**config.mk**
```make
export PLATFORM = sky130hd
export DESIGN_NAME = i2c_master_byte_sequencer
export DESIGN_NICKNAME = d
export VERILOG_FILES = /design/src/sv/ibs_pkg.sv /design/src/sv/ibs_store.sv /design/src/sv/ibs_front.sv /design/src/sv/ibs_back.sv /design/src/sv/i2c_master_byte_sequencer.sv
export SDC_FILE = /design/constraint.sdc
export NUM_CORES = 1
export LEC_CHECK = 0
export BUFFER_PORTS_ARGS = -buffer_cell sky130_fd_sc_hd__buf_4
export CAP_MARGIN = 15
export CORE_MARGIN = 3
export CORE_UTILIZATION = 55
export CTS_BUF_LIST = sky130_fd_sc_hd__clkbuf_16
export DETAILED_ROUTE_END_ITERATION = 7
export GPL_ROUTABILITY_DRIVEN = 0
export MAX_ROUTING_LAYER = met4
export PLACE_DENSITY = 0.76
export SETUP_SLACK_MARGIN = 0.1
export SYNTH_ARGS = -nofsm -noshare
export SYNTH_HDL_FRONTEND = slang
export SYNTH_SLANG_ARGS = --single-unit
```
**constraint.sdc**
```tcl
create_clock -name clk -period 2.5 [get_ports clk]
set_clock_uncertainty 0.1 [all_clocks]
set_input_delay 0.75 -clock clk [delete_from_list [all_inputs] [get_ports clk]]
set_output_delay 0.75 -clock clk [all_outputs]
set_load 0.05 [all_outputs]
```
**src/sv/ibs_pkg.sv**
```systemverilog
package ibs_pkg;

    localparam int BUF_DEPTH_DEF = 64;
    localparam int POS_W         = 7;
    localparam int QDEPTH        = 4;
    localparam int QCNT_W        = $clog2(QDEPTH + 1);
    localparam int QPTR_W        = $clog2(QDEPTH);

    // item modes
    localparam logic [2:0] MODE_LOAD     = 3'd0;
    localparam logic [2:0] MODE_START_WR = 3'd1;
    localparam logic [2:0] MODE_START_RD = 3'd2;
    localparam logic [2:0] MODE_EVENT    = 3'd3;
    localparam logic [2:0] MODE_READ     = 3'd4;

    // bus status codes
    localparam logic [7:0] ST_START        = 8'h08;
    localparam logic [7:0] ST_RSTART       = 8'h10;
    localparam logic [7:0] ST_SLAW_ACK     = 8'h18;
    localparam logic [7:0] ST_DATA_TX_ACK  = 8'h28;
    localparam logic [7:0] ST_SLAR_ACK     = 8'h40;
    localparam logic [7:0] ST_DATA_RX_ACK  = 8'h50;
    localparam logic [7:0] ST_DATA_RX_NACK = 8'h58;
    localparam logic [7:0] READ_BIT        = 8'h01;
    localparam logic [7:0] RDONE_CODE      = 8'h02;

    // bus actions
    localparam logic [1:0] ACT_NONE  = 2'd0;
    localparam logic [1:0] ACT_START = 2'd1;
    localparam logic [1:0] ACT_CONT  = 2'd2;
    localparam logic [1:0] ACT_STOP  = 2'd3;

    // notices
    localparam logic [2:0] NT_NONE  = 3'd0;
    localparam logic [2:0] NT_WDONE = 3'd1;
    localparam logic [2:0] NT_RDONE = 3'd2;
    localparam logic [2:0] NT_WERR  = 3'd3;
    localparam logic [2:0] NT_RERR  = 3'd4;

    // phase as reported on the result
    localparam logic [1:0] PH_OUT_IDLE = 2'd0;
    localparam logic [1:0] PH_OUT_TX   = 2'd1;
    localparam logic [1:0] PH_OUT_RX   = 2'd2;

    localparam logic [POS_W-1:0] POS_MAX = {POS_W{1'b1}};

    typedef enum logic [2:0] {
        PH_IDLE = 3'b001,
        PH_TX   = 3'b010,
        PH_RX   = 3'b100
    } phase_t;

    typedef struct packed {
        logic             wr_en;
        logic [POS_W-1:0] wr_addr;
        logic [7:0]       wr_data;
        logic [POS_W-1:0] rd_addr;
    } mem_req_t;

    // decoded result, before the store read data is merged in
    typedef struct packed {
        logic [1:0] bus_action;
        logic       ack_enable;
        logic [7:0] drive_byte;
        logic       drive_valid;
        logic       drive_from_mem;
        logic [2:0] notice;
        logic [7:0] notice_code;
        logic       refused;
        logic       read_from_mem;
        logic [1:0] phase_now;
    } stage_t;

    typedef struct packed {
        logic [1:0] bus_action;
        logic       ack_enable;
        logic [7:0] drive_byte;
        logic       drive_valid;
        logic [2:0] notice;
        logic [7:0] notice_code;
        logic       refused;
        logic [7:0] read_value;
        logic [1:0] phase_now;
    } result_t;

endpackage

```
**src/sv/ibs_store.sv**
```systemverilog
module ibs_store #(
    parameter int BUF_DEPTH = ibs_pkg::BUF_DEPTH_DEF
) (
    input  logic             clk,
    input  ibs_pkg::mem_req_t req,
    output logic [7:0]       rd_data
);
    import ibs_pkg::*;

    localparam int ADDR_W = (BUF_DEPTH > 1) ? $clog2(BUF_DEPTH) : 1;

    logic [7:0]  mem [BUF_DEPTH];
    logic [7:0]  rd_q_reg;
    logic        rd_ok_reg;
    logic [31:0] wa32;
    logic [31:0] ra32;
    logic        wr_ok;
    logic        rd_ok;

    assign wa32  = 32'(req.wr_addr);
    assign ra32  = 32'(req.rd_addr);
    assign wr_ok = req.wr_en && (wa32 < 32'(BUF_DEPTH));
    assign rd_ok = ra32 < 32'(BUF_DEPTH);

    always_ff @(posedge clk)
    begin
        if (wr_ok)
        begin
            mem[wa32[ADDR_W-1:0]] <= req.wr_data;
        end
        rd_q_reg  <= mem[ra32[ADDR_W-1:0]];
        rd_ok_reg <= rd_ok;
    end

    // out-of-range reads return zero
    assign rd_data = rd_ok_reg ? rd_q_reg : 8'h00;

endmodule

```
**src/sv/ibs_front.sv**
```systemverilog
module ibs_front (
    input  logic              clk,
    input  logic              rst_n,
    input  logic              accept,
    input  logic [2:0]        mode,
    input  logic [7:0]        dev_addr,
    input  logic [6:0]        xfer_len,
    input  logic [7:0]        bus_status,
    input  logic [7:0]        rx_byte,
    input  logic [5:0]        buf_index,
    input  logic [7:0]        buf_value,
    output ibs_pkg::stage_t   rec,
    output ibs_pkg::mem_req_t mem_req
);
    import ibs_pkg::*;

    phase_t           phase_reg, phase_next;
    logic [7:0]       target_reg, target_next;
    logic [6:0]       remain_reg, remain_next;
    logic [POS_W-1:0] pos_reg, pos_next;
    logic [POS_W-1:0] pos_inc;
    logic [6:0]       remain_dec;
    logic [2:0]       err_notice;
    stage_t           r;
    mem_req_t         m;

    assign pos_inc    = (pos_reg != POS_MAX) ? pos_reg + POS_W'(1) : pos_reg;
    assign remain_dec = (remain_reg != 7'd0) ? remain_reg - 7'd1 : remain_reg;

    always_comb
    begin
        unique case (phase_reg)
            PH_TX:   err_notice = NT_WERR;
            PH_RX:   err_notice = NT_RERR;
            default: err_notice = NT_NONE;
        endcase
    end

    always_comb
    begin
        phase_next  = phase_reg;
        target_next = target_reg;
        remain_next = remain_reg;
        pos_next    = pos_reg;
        r           = '0;
        m           = '0;
        m.rd_addr   = pos_reg;

        unique case (mode) inside
            MODE_LOAD:
            begin
                m.wr_en   = 1'b1;
                m.wr_addr = POS_W'(buf_index);
                m.wr_data = buf_value;
            end
            MODE_START_WR, MODE_START_RD:
            begin
                if (phase_reg != PH_IDLE)
                begin
                    r.refused = 1'b1;
                end
                else
                begin
                    target_next  = dev_addr;
                    remain_next  = xfer_len;
                    pos_next     = '0;
                    phase_next   = (mode == MODE_START_WR) ? PH_TX : PH_RX;
                    r.bus_action = ACT_START;
                end
            end
            MODE_EVENT:
            begin
                case (bus_status) inside
                    ST_START, ST_RSTART:
                    begin
                        r.drive_byte  = target_reg | ((phase_reg == PH_TX) ? 8'h00 : READ_BIT);
                        r.drive_valid = 1'b1;
                        r.bus_action  = ACT_CONT;
                    end
                    ST_SLAW_ACK, ST_DATA_TX_ACK:
                    begin
                        if (remain_reg != 7'd0)
                        begin
                            // next transmit byte comes from the store
                            r.drive_valid    = 1'b1;
                            r.drive_from_mem = 1'b1;
                            r.bus_action     = ACT_CONT;
                            pos_next         = pos_inc;
                            remain_next      = remain_dec;
                        end
                        else if (bus_status == ST_SLAW_ACK)
                        begin
                            r.notice      = err_notice;
                            r.notice_code = (err_notice != NT_NONE) ? bus_status : 8'h00;
                            phase_next    = PH_IDLE;
                        end
                        else
                        begin
                            r.notice      = NT_WDONE;
                            r.notice_code = bus_status;
                            r.bus_action  = ACT_STOP;
                            phase_next    = PH_IDLE;
                        end
                    end
                    ST_SLAR_ACK:
                    begin
                        r.bus_action = ACT_CONT;
                        r.ack_enable = (remain_reg != 7'd1);
                    end
                    ST_DATA_RX_ACK:
                    begin
                        m.wr_en      = 1'b1;
                        m.wr_addr    = pos_reg;
                        m.wr_data    = rx_byte;
                        pos_next     = pos_inc;
                        remain_next  = remain_dec;
                        r.bus_action = ACT_CONT;
                        r.ack_enable = (remain_dec != 7'd1);
                    end
                    ST_DATA_RX_NACK:
                    begin
                        m.wr_en       = 1'b1;
                        m.wr_addr     = pos_reg;
                        m.wr_data     = rx_byte;
                        remain_next   = remain_dec;
                        r.notice      = NT_RDONE;
                        r.notice_code = RDONE_CODE;
                        r.bus_action  = ACT_STOP;
                        phase_next    = PH_IDLE;
                    end
                    default:
                    begin
                        r.notice      = err_notice;
                        r.notice_code = (err_notice != NT_NONE) ? bus_status : 8'h00;
                        r.bus_action  = ACT_STOP;
                        phase_next    = PH_IDLE;
                    end
                endcase
            end
            MODE_READ:
            begin
                m.rd_addr       = POS_W'(buf_index);
                r.read_from_mem = 1'b1;
            end
            default:
            begin
            end
        endcase

        unique case (phase_next)
            PH_TX:   r.phase_now = PH_OUT_TX;
            PH_RX:   r.phase_now = PH_OUT_RX;
            default: r.phase_now = PH_OUT_IDLE;
        endcase

        if (!accept)
        begin
            m.wr_en = 1'b0;
        end
    end

    always_ff @(posedge clk or negedge rst_n)
    begin
        if (!rst_n)
        begin
            phase_reg  <= PH_IDLE;
            target_reg <= '0;
            remain_reg <= '0;
            pos_reg    <= '0;
        end
        else if (accept)
        begin
            phase_reg  <= phase_next;
            target_reg <= target_next;
            remain_reg <= remain_next;
            pos_reg    <= pos_next;
        end
    end

    assign rec     = r;
    assign mem_req = m;

`ifndef ASSERT_OFF
    a_refused_holds_phase: assert property (@(posedge clk) disable iff (!rst_n)
        accept && r.refused |=> $stable(phase_reg) && $stable(remain_reg))
        else $error("refused start changed sequencer state");

    a_stop_goes_idle: assert property (@(posedge clk) disable iff (!rst_n)
        accept && (r.bus_action == ACT_STOP) |=> phase_reg == PH_IDLE)
        else $error("stop issued but phase not idle");

    a_start_leaves_idle: assert property (@(posedge clk) disable iff (!rst_n)
        accept && (r.bus_action == ACT_START) |=> phase_reg != PH_IDLE && pos_reg == '0)
        else $error("accepted start did not arm the sequencer");
`endif

endmodule

```
**src/sv/ibs_back.sv**
```systemverilog
module ibs_back (
    input  logic              clk,
    input  logic              rst_n,
    input  logic              accept,
    input  ibs_pkg::stage_t   rec,
    input  logic [7:0]        rd_data,
    input  logic              pop,
    output logic              full,
    output logic              empty,
    output ibs_pkg::result_t  res
);
    import ibs_pkg::*;

    stage_t            stage_reg;
    logic              stage_v_reg;
    result_t           merged;
    result_t           q_reg [QDEPTH];
    logic [QPTR_W-1:0] wr_ptr_reg;
    logic [QPTR_W-1:0] rd_ptr_reg;
    logic [QCNT_W-1:0] count_reg, count_next;
    logic              pop_q;
    logic [QCNT_W:0]   occupancy;

    // store read data is registered at the accepting edge, together with the staged record
    always_comb
    begin
        merged.bus_action  = stage_reg.bus_action;
        merged.ack_enable  = stage_reg.ack_enable;
        merged.drive_byte  = stage_reg.drive_from_mem ? rd_data : stage_reg.drive_byte;
        merged.drive_valid = stage_reg.drive_valid;
        merged.notice      = stage_reg.notice;
        merged.notice_code = stage_reg.notice_code;
        merged.refused     = stage_reg.refused;
        merged.read_value  = stage_reg.read_from_mem ? rd_data : 8'h00;
        merged.phase_now   = stage_reg.phase_now;
    end

    assign pop_q     = pop && (count_reg != '0);
    assign occupancy = {1'b0, count_reg} + (QCNT_W + 1)'(stage_v_reg);
    // the stage slot counts against the queue, so a staged result always fits
    assign full      = occupancy >= (QCNT_W + 1)'(QDEPTH);
    assign empty     = (count_reg == '0);
    assign res       = q_reg[rd_ptr_reg];

    always_comb
    begin
        count_next = count_reg;
        if (stage_v_reg && !pop_q)
        begin
            count_next = count_reg + QCNT_W'(1);
        end
        else if (!stage_v_reg && pop_q)
        begin
            count_next = count_reg - QCNT_W'(1);
        end
    end

    always_ff @(posedge clk)
    begin
        if (accept)
        begin
            stage_reg <= rec;
        end
        if (stage_v_reg)
        begin
            q_reg[wr_ptr_reg] <= merged;
        end
    end

    always_ff @(posedge clk or negedge rst_n)
    begin
        if (!rst_n)
        begin
            stage_v_reg <= 1'b0;
            wr_ptr_reg  <= '0;
            rd_ptr_reg  <= '0;
            count_reg   <= '0;
        end
        else
        begin
            stage_v_reg <= accept;
            count_reg   <= count_next;
            if (stage_v_reg)
            begin
                wr_ptr_reg <= (wr_ptr_reg == QPTR_W'(QDEPTH - 1)) ? '0
                                                                   : wr_ptr_reg + QPTR_W'(1);
            end
            if (pop_q)
            begin
                rd_ptr_reg <= (rd_ptr_reg == QPTR_W'(QDEPTH - 1)) ? '0
                                                                   : rd_ptr_reg + QPTR_W'(1);
            end
        end
    end

`ifndef ASSERT_OFF
    a_no_overflow: assert property (@(posedge clk) disable iff (!rst_n)
        stage_v_reg && !pop_q |-> count_reg < QCNT_W'(QDEPTH))
        else $error("result queue overflow");

    a_accept_stages: assert property (@(posedge clk) disable iff (!rst_n)
        accept |=> stage_v_reg)
        else $error("accepted transaction not staged");

    a_count_tracks: assert property (@(posedge clk) disable iff (!rst_n)
        stage_v_reg && !pop_q |=> count_reg == $past(count_reg) + QCNT_W'(1))
        else $error("queue count lost a staged result");
`endif

endmodule

```
**src/sv/i2c_master_byte_sequencer.sv**
```systemverilog
// I2C master byte sequencer. Each transaction on the input queue is one of: load a byte into
// the byte store, start a write or read (address + length; refused while a transfer is in
// progress), a bus status event, or a read-back of a store byte. Every transaction yields
// exactly one result on the output queue, in order: bus action, ack enable, byte to drive,
// completion/error notice, refused flag, read-back byte and the phase after the step.
// A transaction is taken every cycle while full is low. The store read and the staged record
// register at the accepting edge; the queue entry is then written from them, and the result
// shows on the output ports once it is in the queue, from where it can be popped.
// full counts the staged result against the 4-entry result queue, so a stalled consumer
// backs up the input once four results are held in the block. Store entries never
// loaded read back undefined; positions at or above BUF_DEPTH drop writes and read zero.
module i2c_master_byte_sequencer #(
    parameter int BUF_DEPTH = ibs_pkg::BUF_DEPTH_DEF
) (
    input  logic       clk,
    input  logic       rst_n,
    // input queue
    input  logic       push,
    output logic       full,
    input  logic [2:0] mode,
    input  logic [7:0] dev_addr,
    input  logic [6:0] xfer_len,
    input  logic [7:0] bus_status,
    input  logic [7:0] rx_byte,
    input  logic [5:0] buf_index,
    input  logic [7:0] buf_value,
    // result queue
    output logic       empty,
    input  logic       pop,
    output logic [1:0] bus_action,
    output logic       ack_enable,
    output logic [7:0] drive_byte,
    output logic       drive_valid,
    output logic [2:0] notice,
    output logic [7:0] notice_code,
    output logic       refused,
    output logic [7:0] read_value,
    output logic [1:0] phase_now
);
    import ibs_pkg::*;

    logic     accept;
    stage_t   rec;
    mem_req_t mem_req;
    logic [7:0] rd_data;
    result_t  res;

    assign accept = push && !full;

    // front: decode the transaction, advance the transfer state, issue store access
    ibs_front u_front (
        .clk        (clk),
        .rst_n      (rst_n),
        .accept     (accept),
        .mode       (mode),
        .dev_addr   (dev_addr),
        .xfer_len   (xfer_len),
        .bus_status (bus_status),
        .rx_byte    (rx_byte),
        .buf_index  (buf_index),
        .buf_value  (buf_value),
        .rec        (rec),
        .mem_req    (mem_req)
    );

    // byte store with registered read
    ibs_store #(
        .BUF_DEPTH (BUF_DEPTH)
    ) u_store (
        .clk     (clk),
        .req     (mem_req),
        .rd_data (rd_data)
    );

    // back: merge store data into the staged result and queue it for the consumer
    ibs_back u_back (
        .clk     (clk),
        .rst_n   (rst_n),
        .accept  (accept),
        .rec     (rec),
        .rd_data (rd_data),
        .pop     (pop),
        .full    (full),
        .empty   (empty),
        .res     (res)
    );

    assign bus_action  = res.bus_action;
    assign ack_enable  = res.ack_enable;
    assign drive_byte  = res.drive_byte;
    assign drive_valid = res.drive_valid;
    assign notice      = res.notice;
    assign notice_code = res.notice_code;
    assign refused     = res.refused;
    assign read_value  = res.read_value;
    assign phase_now   = res.phase_now;

endmodule
```
# Word level (Yosys, flattened, before mapping)
# Memories as Yosys holds them, arrays and structs flattened. A register that Yosys moved wholly into a read port is not among the register bits.
# Index checks and enable logic that the tools add are counted.
# word_totals
register_bits	62
mem_bits_rw	648
in_bits	52
output_inout_bits	36
word_cells	156
mem_count	2
# op_classes
n_addsub	7
magnitude_cmp	3
eq_ne	27
n_mux	69
bitwise	4
reduce_logical	25
# memory_table
memory	depth	word_bits	read_ports	rd_clocked_by_memory_dff	write_ports	line	source
u_store.mem	64	8	1	1	1	ibs_store.sv:12	logic [7:0] mem [BUF_DEPTH];
u_back.q_reg	4	34	1	0	1	ibs_back.sv:17	result_t q_reg [QDEPTH];
# op_table
cell	n
$mux 7	16
$mux 16	5
$mux 11	6
$mux 8	4
$pmux 16 s2	1
$pmux 7 s2	2
$mux 3	9
$eq 8x7->1 const B	3
$eq 8x5->1 const B	2
$mux 2	8
$lt 7x7->1 const B	2
$mux 1	14
$ne 7x1->1 const B	2
$reduce_and 7->1	2
$eq 3x2->1 const B	4
$pmux 3 s2	2
$eq 3x3->1 const B	3
$ne 3x3->1 const B	3
$eq 8x4->1 const B	1
$eq 8x6->1 const B	1
$or 8x8->8	1
$pmux 2 s2	2
$add 7x1->7 const B	1
$ne 7x7->1 const B	1
other kinds (24)	40

# Depth between registers and ports, before layout
# Gate-level depths: netlist (run 1).
# logic_depth
word_depth	11
ltp_mapped	12
mapped_depth_nobuf	9

# Cells and area by module
# Synthesis (run 1) repeated with hierarchy kept, for this count alone.
# hier_totals
hier_cells	1472
area_unflattened_um2	28900.2
# modules_own_cells
module	n_inst	cells_per_inst	area_per_inst_um2	seq_area_each_um2
ibs_store	1	933	20141.8	15554.9
ibs_back	1	261	6401.1	5124.9
ibs_front	1	277	2343.5	626.9
i2c_master_byte_sequencer	1	1	13.8	0.0

# Worst setup path before layout (run 1)
# No wires, ideal clock.
# synth_timing
path_type	input -> register
startpoint	in bus_status[7]
endpoint	mem u_store.mem[0][0] (data pin)
arrival_time_ns	3.158
path_slack_ns	-1.124
path_stages	5
path_buffers	1
path_cell_list	nor4_1 nand4_1 nor2_2 clkbuf_1 a22o_1
# synth_lines
element	line	source
start, declared	i2c_master_byte_sequencer.sv:23	input logic [7:0] bus_status,
end, declared	ibs_store.sv:12	

# Final worst setup path (run 1)
# layout_timing
startpoint	in mode[0]
endpoint	reg u_store.rd_q_reg[2] (read register of u_store.mem)
# layout_between
elab_chain_cells	2
# layout_lines
element	line	source
start, declared	i2c_master_byte_sequencer.sv:20	input logic [2:0] mode,
$eq 3x3->1 (no line)	--	
$mux 7	ibs_front.sv:49	unique case (mode) inside
end, declared	ibs_store.sv:13	logic [7:0] rd_q_reg;
# Every way passes these cells.
# A chain may end at the register's enable or synchronous reset.

==> results.md, run 1 <==
- WL per Instance: between 20 and 30 um
- RSZ-0062 raised after global routing: true
- Max rail drop VDD: between 600 and 700 uV
- Die H: about 240 um
- Final setup fails: ~350
- Critical R2R Launch: u_front.pos_reg[0]
- Lkg Pwr: 14.5 nW
- Design Area, Final: 0.0394 mm^2
- Post-synth top area cell: edfxtp_1
- Max Slew Vio Count: 0
- Die area: roughly 0.056 mm^2
- Post-synth top area share: 0.700
- Clock Tree Buf Depth: 3
- Outcome: complete, but fails checks
- WP data required: between 2 and 3 ns
- Die W: about 240 um
- Post-synth top cells: 676 x edfxtp_1, 362 x nand2_1, 147 x nor2_1
- Final core utilization: 0.763
- Slew headroom: 0.561
- Post-synth EDFFs: approximately 680
- Ratio of cells with drive above 1 in the final layout: 0.375
- WP data arrival: 3.36 ns
- Failing checks: setup timing
- Remaining Overflow, GRT: 0
- H-tree Lvls: 3
- Port bufs: slightly below 90
- Syn Std Cell Area: slightly below 0.03 mm^2
- Worst Hold Class: in2reg
- Filler cells: 2482
- Largest net degree at the start of global routing: 48
- Crit. End Element: flip-flop
- Most used cell, CP: buf_4
- Min Tclk post-route: 2.98 ns
- Seq/Total Area, Yosys: 0.735
- Vias: 21.6k
- P&R area growth vs syn: 36.0%
- Period utilization: 1.19
- Dpl cells: between 2k and 3k
- Post-DP HPWL: between 50000 and 60000 um
- Peak Freq: roughly 340 MHz
- Crit Path Max Fanout: 7
- Final Hold Vio Count: 0
- Yosys cell types: just under 70
- Tot GR Track Use: 0.304
- FF-to-FF End: u_store.rd_q_reg[2]
- Stages on the worst setup path: 12
- Clock root buffer: clkbuf_16
- Placed Area: ~0.033 mm^2
- Flip-flop count of the largest register after layout: approximately 510
- Buf/Inv on CP: 6
- Multi-input gate area: around 0.0093 mm^2
- Fin cells: ~3.2k
- Drt drc: 0
- Row cnt: 83
- Synth Register Bits: slightly above 700
- Initial Util: 0.561
- Setup slack after layout: -0.478 ns
- Syn. warnings: 0
- NumNets Final: 2542
- Most numerous cell in the Yosys netlist: edfxtp_1
- # IOs: 88
- Register area: approximately 0.021 mm^2
- DR pass1 iterations: 6
- Synth Instances: slightly above 2k
- Syn Nets: 2107
- Initial drt markers: about 3.2k
- CP Class: in2reg
- Vias in the first global route: just over 20k
- Routed WL: 94600 um
- Worst Hold End: u_front.target_reg[4]
- Setup slack, reg-to-reg: -0.40 ns
- Hold Worst Slack: 0.282 ns
- CTS clk-pin slew, worst paths: 0.07 ns
- Core ar.: roughly 0.052 mm^2
- Hold Path Cell Cnt: 2
- CTS buffer count: between 70 and 80
- Worst path max stage delay: 0.48 ns
- Ys async rst share: 0.0460
- First-pass GRT wire length: ~120000 um
- Worst setup SP type: input pin
- Worst-margin pin slew: 0.652 ns
- Pre-CTS WS: -1.13 ns
- Clock Sinks: 718
- Avg Vias per Cell: 6.69
- Cell chain of the critical path: buf_6, or3b_4, buf_6, mux2i_4, buf_12, buf_4, buf_4, a211oi_1, nor4_2, buf_4, a31oi_4, nand4_1
- Initial antenna violation count: 4
- Crit path max-delay family: buffers and inverters
- Power Dens Cells: just under 900 mW/mm^2
- Worst Reg-to-Reg Cells: 10
- Latest clock arrival within the worst-skew pair: ~0.64 ns
- Top cells by area, synth: edfxtp_1 70%, nand2_1 4.7%, dfrtp_1 2.8%
- Hold wc startpoint: dev_addr[4]
- TritonCTS clock tree: yes
- Mean Syn Cell Area: ~14 um^2
- Detail Route Antenna Nets: 0
- Max-Cap Viols: 0
- Critical path's slowest cell: or3b_4
- Top FF cell, synth: edfxtp_1
cells in the final DEF (no fill, tap or decap), types with 20 or more instances in the layout:
cell | synthesis | routed
a31oi_1 | 45 | 32
nand2_2 | 0 | 20
nor2_1 | 147 | 65
a21oi_1 | 97 | 72
nor2_4 | 0 | 70
nand2_1 | 362 | 330
a21oi_2 | 1 | 22
buf_12 | 0 | 77
o21ai_0 | 31 | 20
edfxtp_1 | 676 | 676
nand3_1 | 68 | 57
buf_6 | 0 | 97
clkbuf_16 | 0 | 92
buf_4 | 0 | 258
mux4_2 | 34 | 34
dfrtp_1 | 32 | 31
and2_1 | 32 | 29
inv_1 | 23 | 35
metrics by stage:
step / setup TNS, ns / total power, W
2_1_floorplan: -221.30 / 0.0189
4_1_cts: -12.15 / 0.0334
3_5_place_dp: -567.65 / 0.0218
5_1_grt: -53.44 / 0.0356
3_3_place_gp: -540.28 / 0.0215
6_report: -26.20 / 0.0346
what timing repair did:
| action | 4_1_cts | 5_1_grt |
|---|---|---|
| pin swaps | 105 | 109 |
| endpoints found under the hold margin | 8 | 0 |
| setup endpoints to repair | 573 | 1011 |
| setup buffers | 68 | 37 |
| hold buffers | 1 | 0 |
| resized for setup | 275 | 207 |
| gates cloned | 11 | 15 |
how the worst max path moves through the flow:
stage	startpoint	to	slack, ns
global route	mode[0]	u_store.rd_q_reg[2]	-0.43
detailed placement	mode[0]	u_store.rd_q_reg[7]	-1.13
CTS	u_back.rd_ptr_reg[0]	drive_byte[7]	-0.38
global placement	mode[0]	u_store.rd_q_reg[7]	-1.06
floorplan	bus_status[7]	u_front.pos_reg[4]	-0.46
finish	mode[0]	u_store.rd_q_reg[2]	-0.48
final cells by class:
type	instances	share of cell area
antenna	4	0.000254
clock buffer	77	0.0488
clock inverter	57	0.0115
inverter	23	0.00238
multi-input combinational	1187	0.235
sequential	718	0.540
tap	680	0.0216
timing repair buffer	477	0.140
power breakdown:
| group | leakage (nW) | internal [W] | switching [W] | total (W) |
|---|---|---|---|---|
| clock | 1.23 | 0.00631 | 0.00466 | 0.0110 |
| combinational | 6.01 | 0.00396 | 0.00535 | 0.00931 |
| sequential | 7.29 | 0.0139 | 0.000442 | 0.0144 |
per-layer routing:
metal	global-route usage	vias up	share of wire
li1	-	8699	-
met4	0.149	0	0.074
met5	-	-	0
met1	0.379	10500	0.33
met3	0.0600	494	0.12
met2	0.481	1890	0.48
cells by family after synthesis:
group                    count (synthesis)  synth area share
XOR/XNOR                                10           0.00302
flip-flops                             718             0.735
AO/OA/AOI/OAI                          354            0.0834
AND/OR/NAND/NOR                        743             0.115
adder cells (fa/ha/maj)                 10           0.00457
buffers and inverters                  141            0.0196
multiplexers                            69            0.0391
(Power assumes the default switching activity.)
==> inputs of run 2 (changes only) <==
Settings changed: SETUP_SLACK_MARGIN 0.1 to not set.
==> run 2 against run 1 <==
The flow finishes with violations (DRC, setup timing). Critical path depth up 3. Cell count down 0.62%. Clock-buffer cell count down 1. Clock power about the same. Setup slack better by 0.0032 ns. Sequential power about the same. Combinational power down 7.0%. Via count down 3.0%. Die area unchanged. Critical path type unchanged. Largest cell class unchanged.
==> results.md, run 2 (same netlist as run 1, synthesis figures left out) <==
- Worst setup SP type: input pin
- Core ar.: 0.0517 mm^2
- Initial drt markers: 2906
- Flip-flop count of the largest register after layout: around 510
- DR pass1 iterations: 8
- Pre-CTS WS: -1.64 ns
- CTS clk-pin slew, worst paths: around 0.07 ns
- CP Class: in2reg
- Final Hold Vio Count: 0
- CP Capture Point: u_store.rd_q_reg[1]
- Vias: 20.9k
- # IOs: 88
- Clock Sinks: 718
- TritonCTS clock tree: yes
- Largest net degree at the start of global routing: between 40 and 50
- Avg Vias per Cell: 6.53
- Setup slack after layout: -0.474 ns
- Failing checks: DRC, setup timing
- Max rail drop VDD: slightly above 600 uV
- Max-Cap Viols: 0
- Crit. End Element: flip-flop
- Power Dens Cells: between 800 and 900 mW/mm^2
- Latest clock arrival within the worst-skew pair: 0.64 ns
- Peak Freq: roughly 340 MHz
- Routed WL: 89700 um
- Min Tclk post-route: 2.97 ns
- Worst-margin pin slew: 0.530 ns
- Cell chain of the critical path: buf_4, or3b_4, buf_8, buf_4, a21oi_4, buf_6, buf_4, buf_6, buf_16, buf_6, nor2_2, nor2_1, o211ai_1, nor4bb_4, nand4_1
- Remaining Overflow, GRT: 0
- Most frequent cells in the layout: 676 x edfxtp_1, 345 x nand2_1, 269 x buf_4, 88 x a21oi_1
- Initial antenna violation count: 4
- Total power: approximately 0.034 W
- Lkg Pwr: 14.2 nW
- Crit path max-delay family: simple AND/OR/NAND/NOR gates
- RSZ-0062 raised after global routing: true
- Worst Reg-to-Reg Cells: 10
- Max Slew Vio Count: 0
- WP data required: 2.85 ns
- Clock root buffer: clkbuf_16
- WP data arrival: ~3.3 ns
- Final setup fails: roughly 520
- Die area: around 0.056 mm^2
- Vias in the first global route: about 21k
- Setup slack, reg-to-reg: -0.41 ns
- Tot GR Track Use: 0.316
- Drt drc: 20
- Ratio of cells with drive above 1 in the final layout: 0.340
- Initial Util: 0.561
- Die H: between 200 and 250 um
- Period utilization: 1.19
- Crit Path Max Fanout: 6
- Post-DP HPWL: between 50000 and 60000 um
- First-pass GRT wire length: roughly 130000 um
- Stages on the worst setup path: 15
- Outcome: complete, but fails checks
- CTS buffer count: 71
- Critical R2R Launch: u_front.pos_reg[0]
- Slew headroom: 0.647
- H-tree Lvls: 3
- Clock Tree Buf Depth: 3
- WL per Instance: 28.0 um
- Commonest non-fill, non-tap cell in the layout: edfxtp_1
- Worst Hold Class: in2reg
- Worst path max stage delay: 0.47 ns
- Buf/Inv on CP: 8
- Port bufs: 87
- Die W: between 200 and 250 um
- CP startpoint: mode[2]
- Row cnt: 83
- P&R area growth vs syn: 33.0%
- Critical path's slowest cell: nor4bb_4
- NumNets Final: ~2.5k
- FF-to-FF End: u_store.rd_q_reg[1]
- Detail Route Antenna Nets: 0
[run 2: cell count changes in the layout (fill, tap and decap cells not counted), sizes merged]
cell and delta:
buf -3, diode +1, a21o +1, nor2 -1, clkinv -2, inv -1
mux2 +1, bufinv -1, clkbuf -15
[run 2: worst min-delay path, cell delays in order]
cell and delay [ns]:
buf_4 0.11, nand2_1 0.04, o21ai_0 0.06
[run 2: worst min path at each step]
stage,from,endpoint,slack (ns),cells past startpoint
2_1_floorplan,rst_n,u_back.count_reg[0],0.35,0
3_3_place_gp,u_back.merged[19],u_back.q_reg[2][19],0.37,0
3_5_place_dp,u_back.merged[0],u_back.q_reg[2][0],0.38,0
4_1_cts,xfer_len[6],u_front.remain_reg[6],0.27,3
5_1_grt,dev_addr[3],u_front.target_reg[3],0.28,2
6_report,xfer_len[6],u_front.remain_reg[6],0.28,3
[run 2: stage by stage]
step                      cells  TNS, ns  hold WS (ns)   util  area, um^2
final                      3203   -45.40         0.282  0.746       38600
after global routing       3203   -60.83         0.282  0.746       38600
after CTS                  3187   -23.19         0.269  0.735       38000
after detailed placement   2975  -504.36         0.383  0.648       33500
after global placement     2975  -468.99         0.367  0.648       33500
after floorplan            2045  -230.53         0.354      -       29600
[run 2: layer usage]
layer	global-route usage	wire, um
met5	-	0
met1	0.379	30600
met2	0.503	43300
met4	0.172	6230
met3	0.0702	9580
[run 2: final cells by class]
class                           count  area (um^2)
Timing Repair Buffer              460         5130
Antenna cell                        5         12.5
Clock inverter                     53          418
Multi-Input combinational cell   1188         8860
Sequential cell                   718        21300
Clock buffer                       76         1900
Inverter                           23         88.8
Fill cell                        2729        13100
Tap cell                          680          851
[run 2: what timing repair did]
item,CTS,global route
buffers inserted,81,12
pin swaps,111,65
gates resized for setup,260,88
hold buffers,1,0
cloned,12,1
endpoints found under the hold margin,1,0
endpoints found under the setup margin,522,580
[run 2: where the power goes]
part           switching (W)  internal (W)  leakage, nW
Combinational        0.00506       0.00360         5.70
Sequential          0.000483        0.0139         7.28
Clock                0.00465       0.00613         1.19
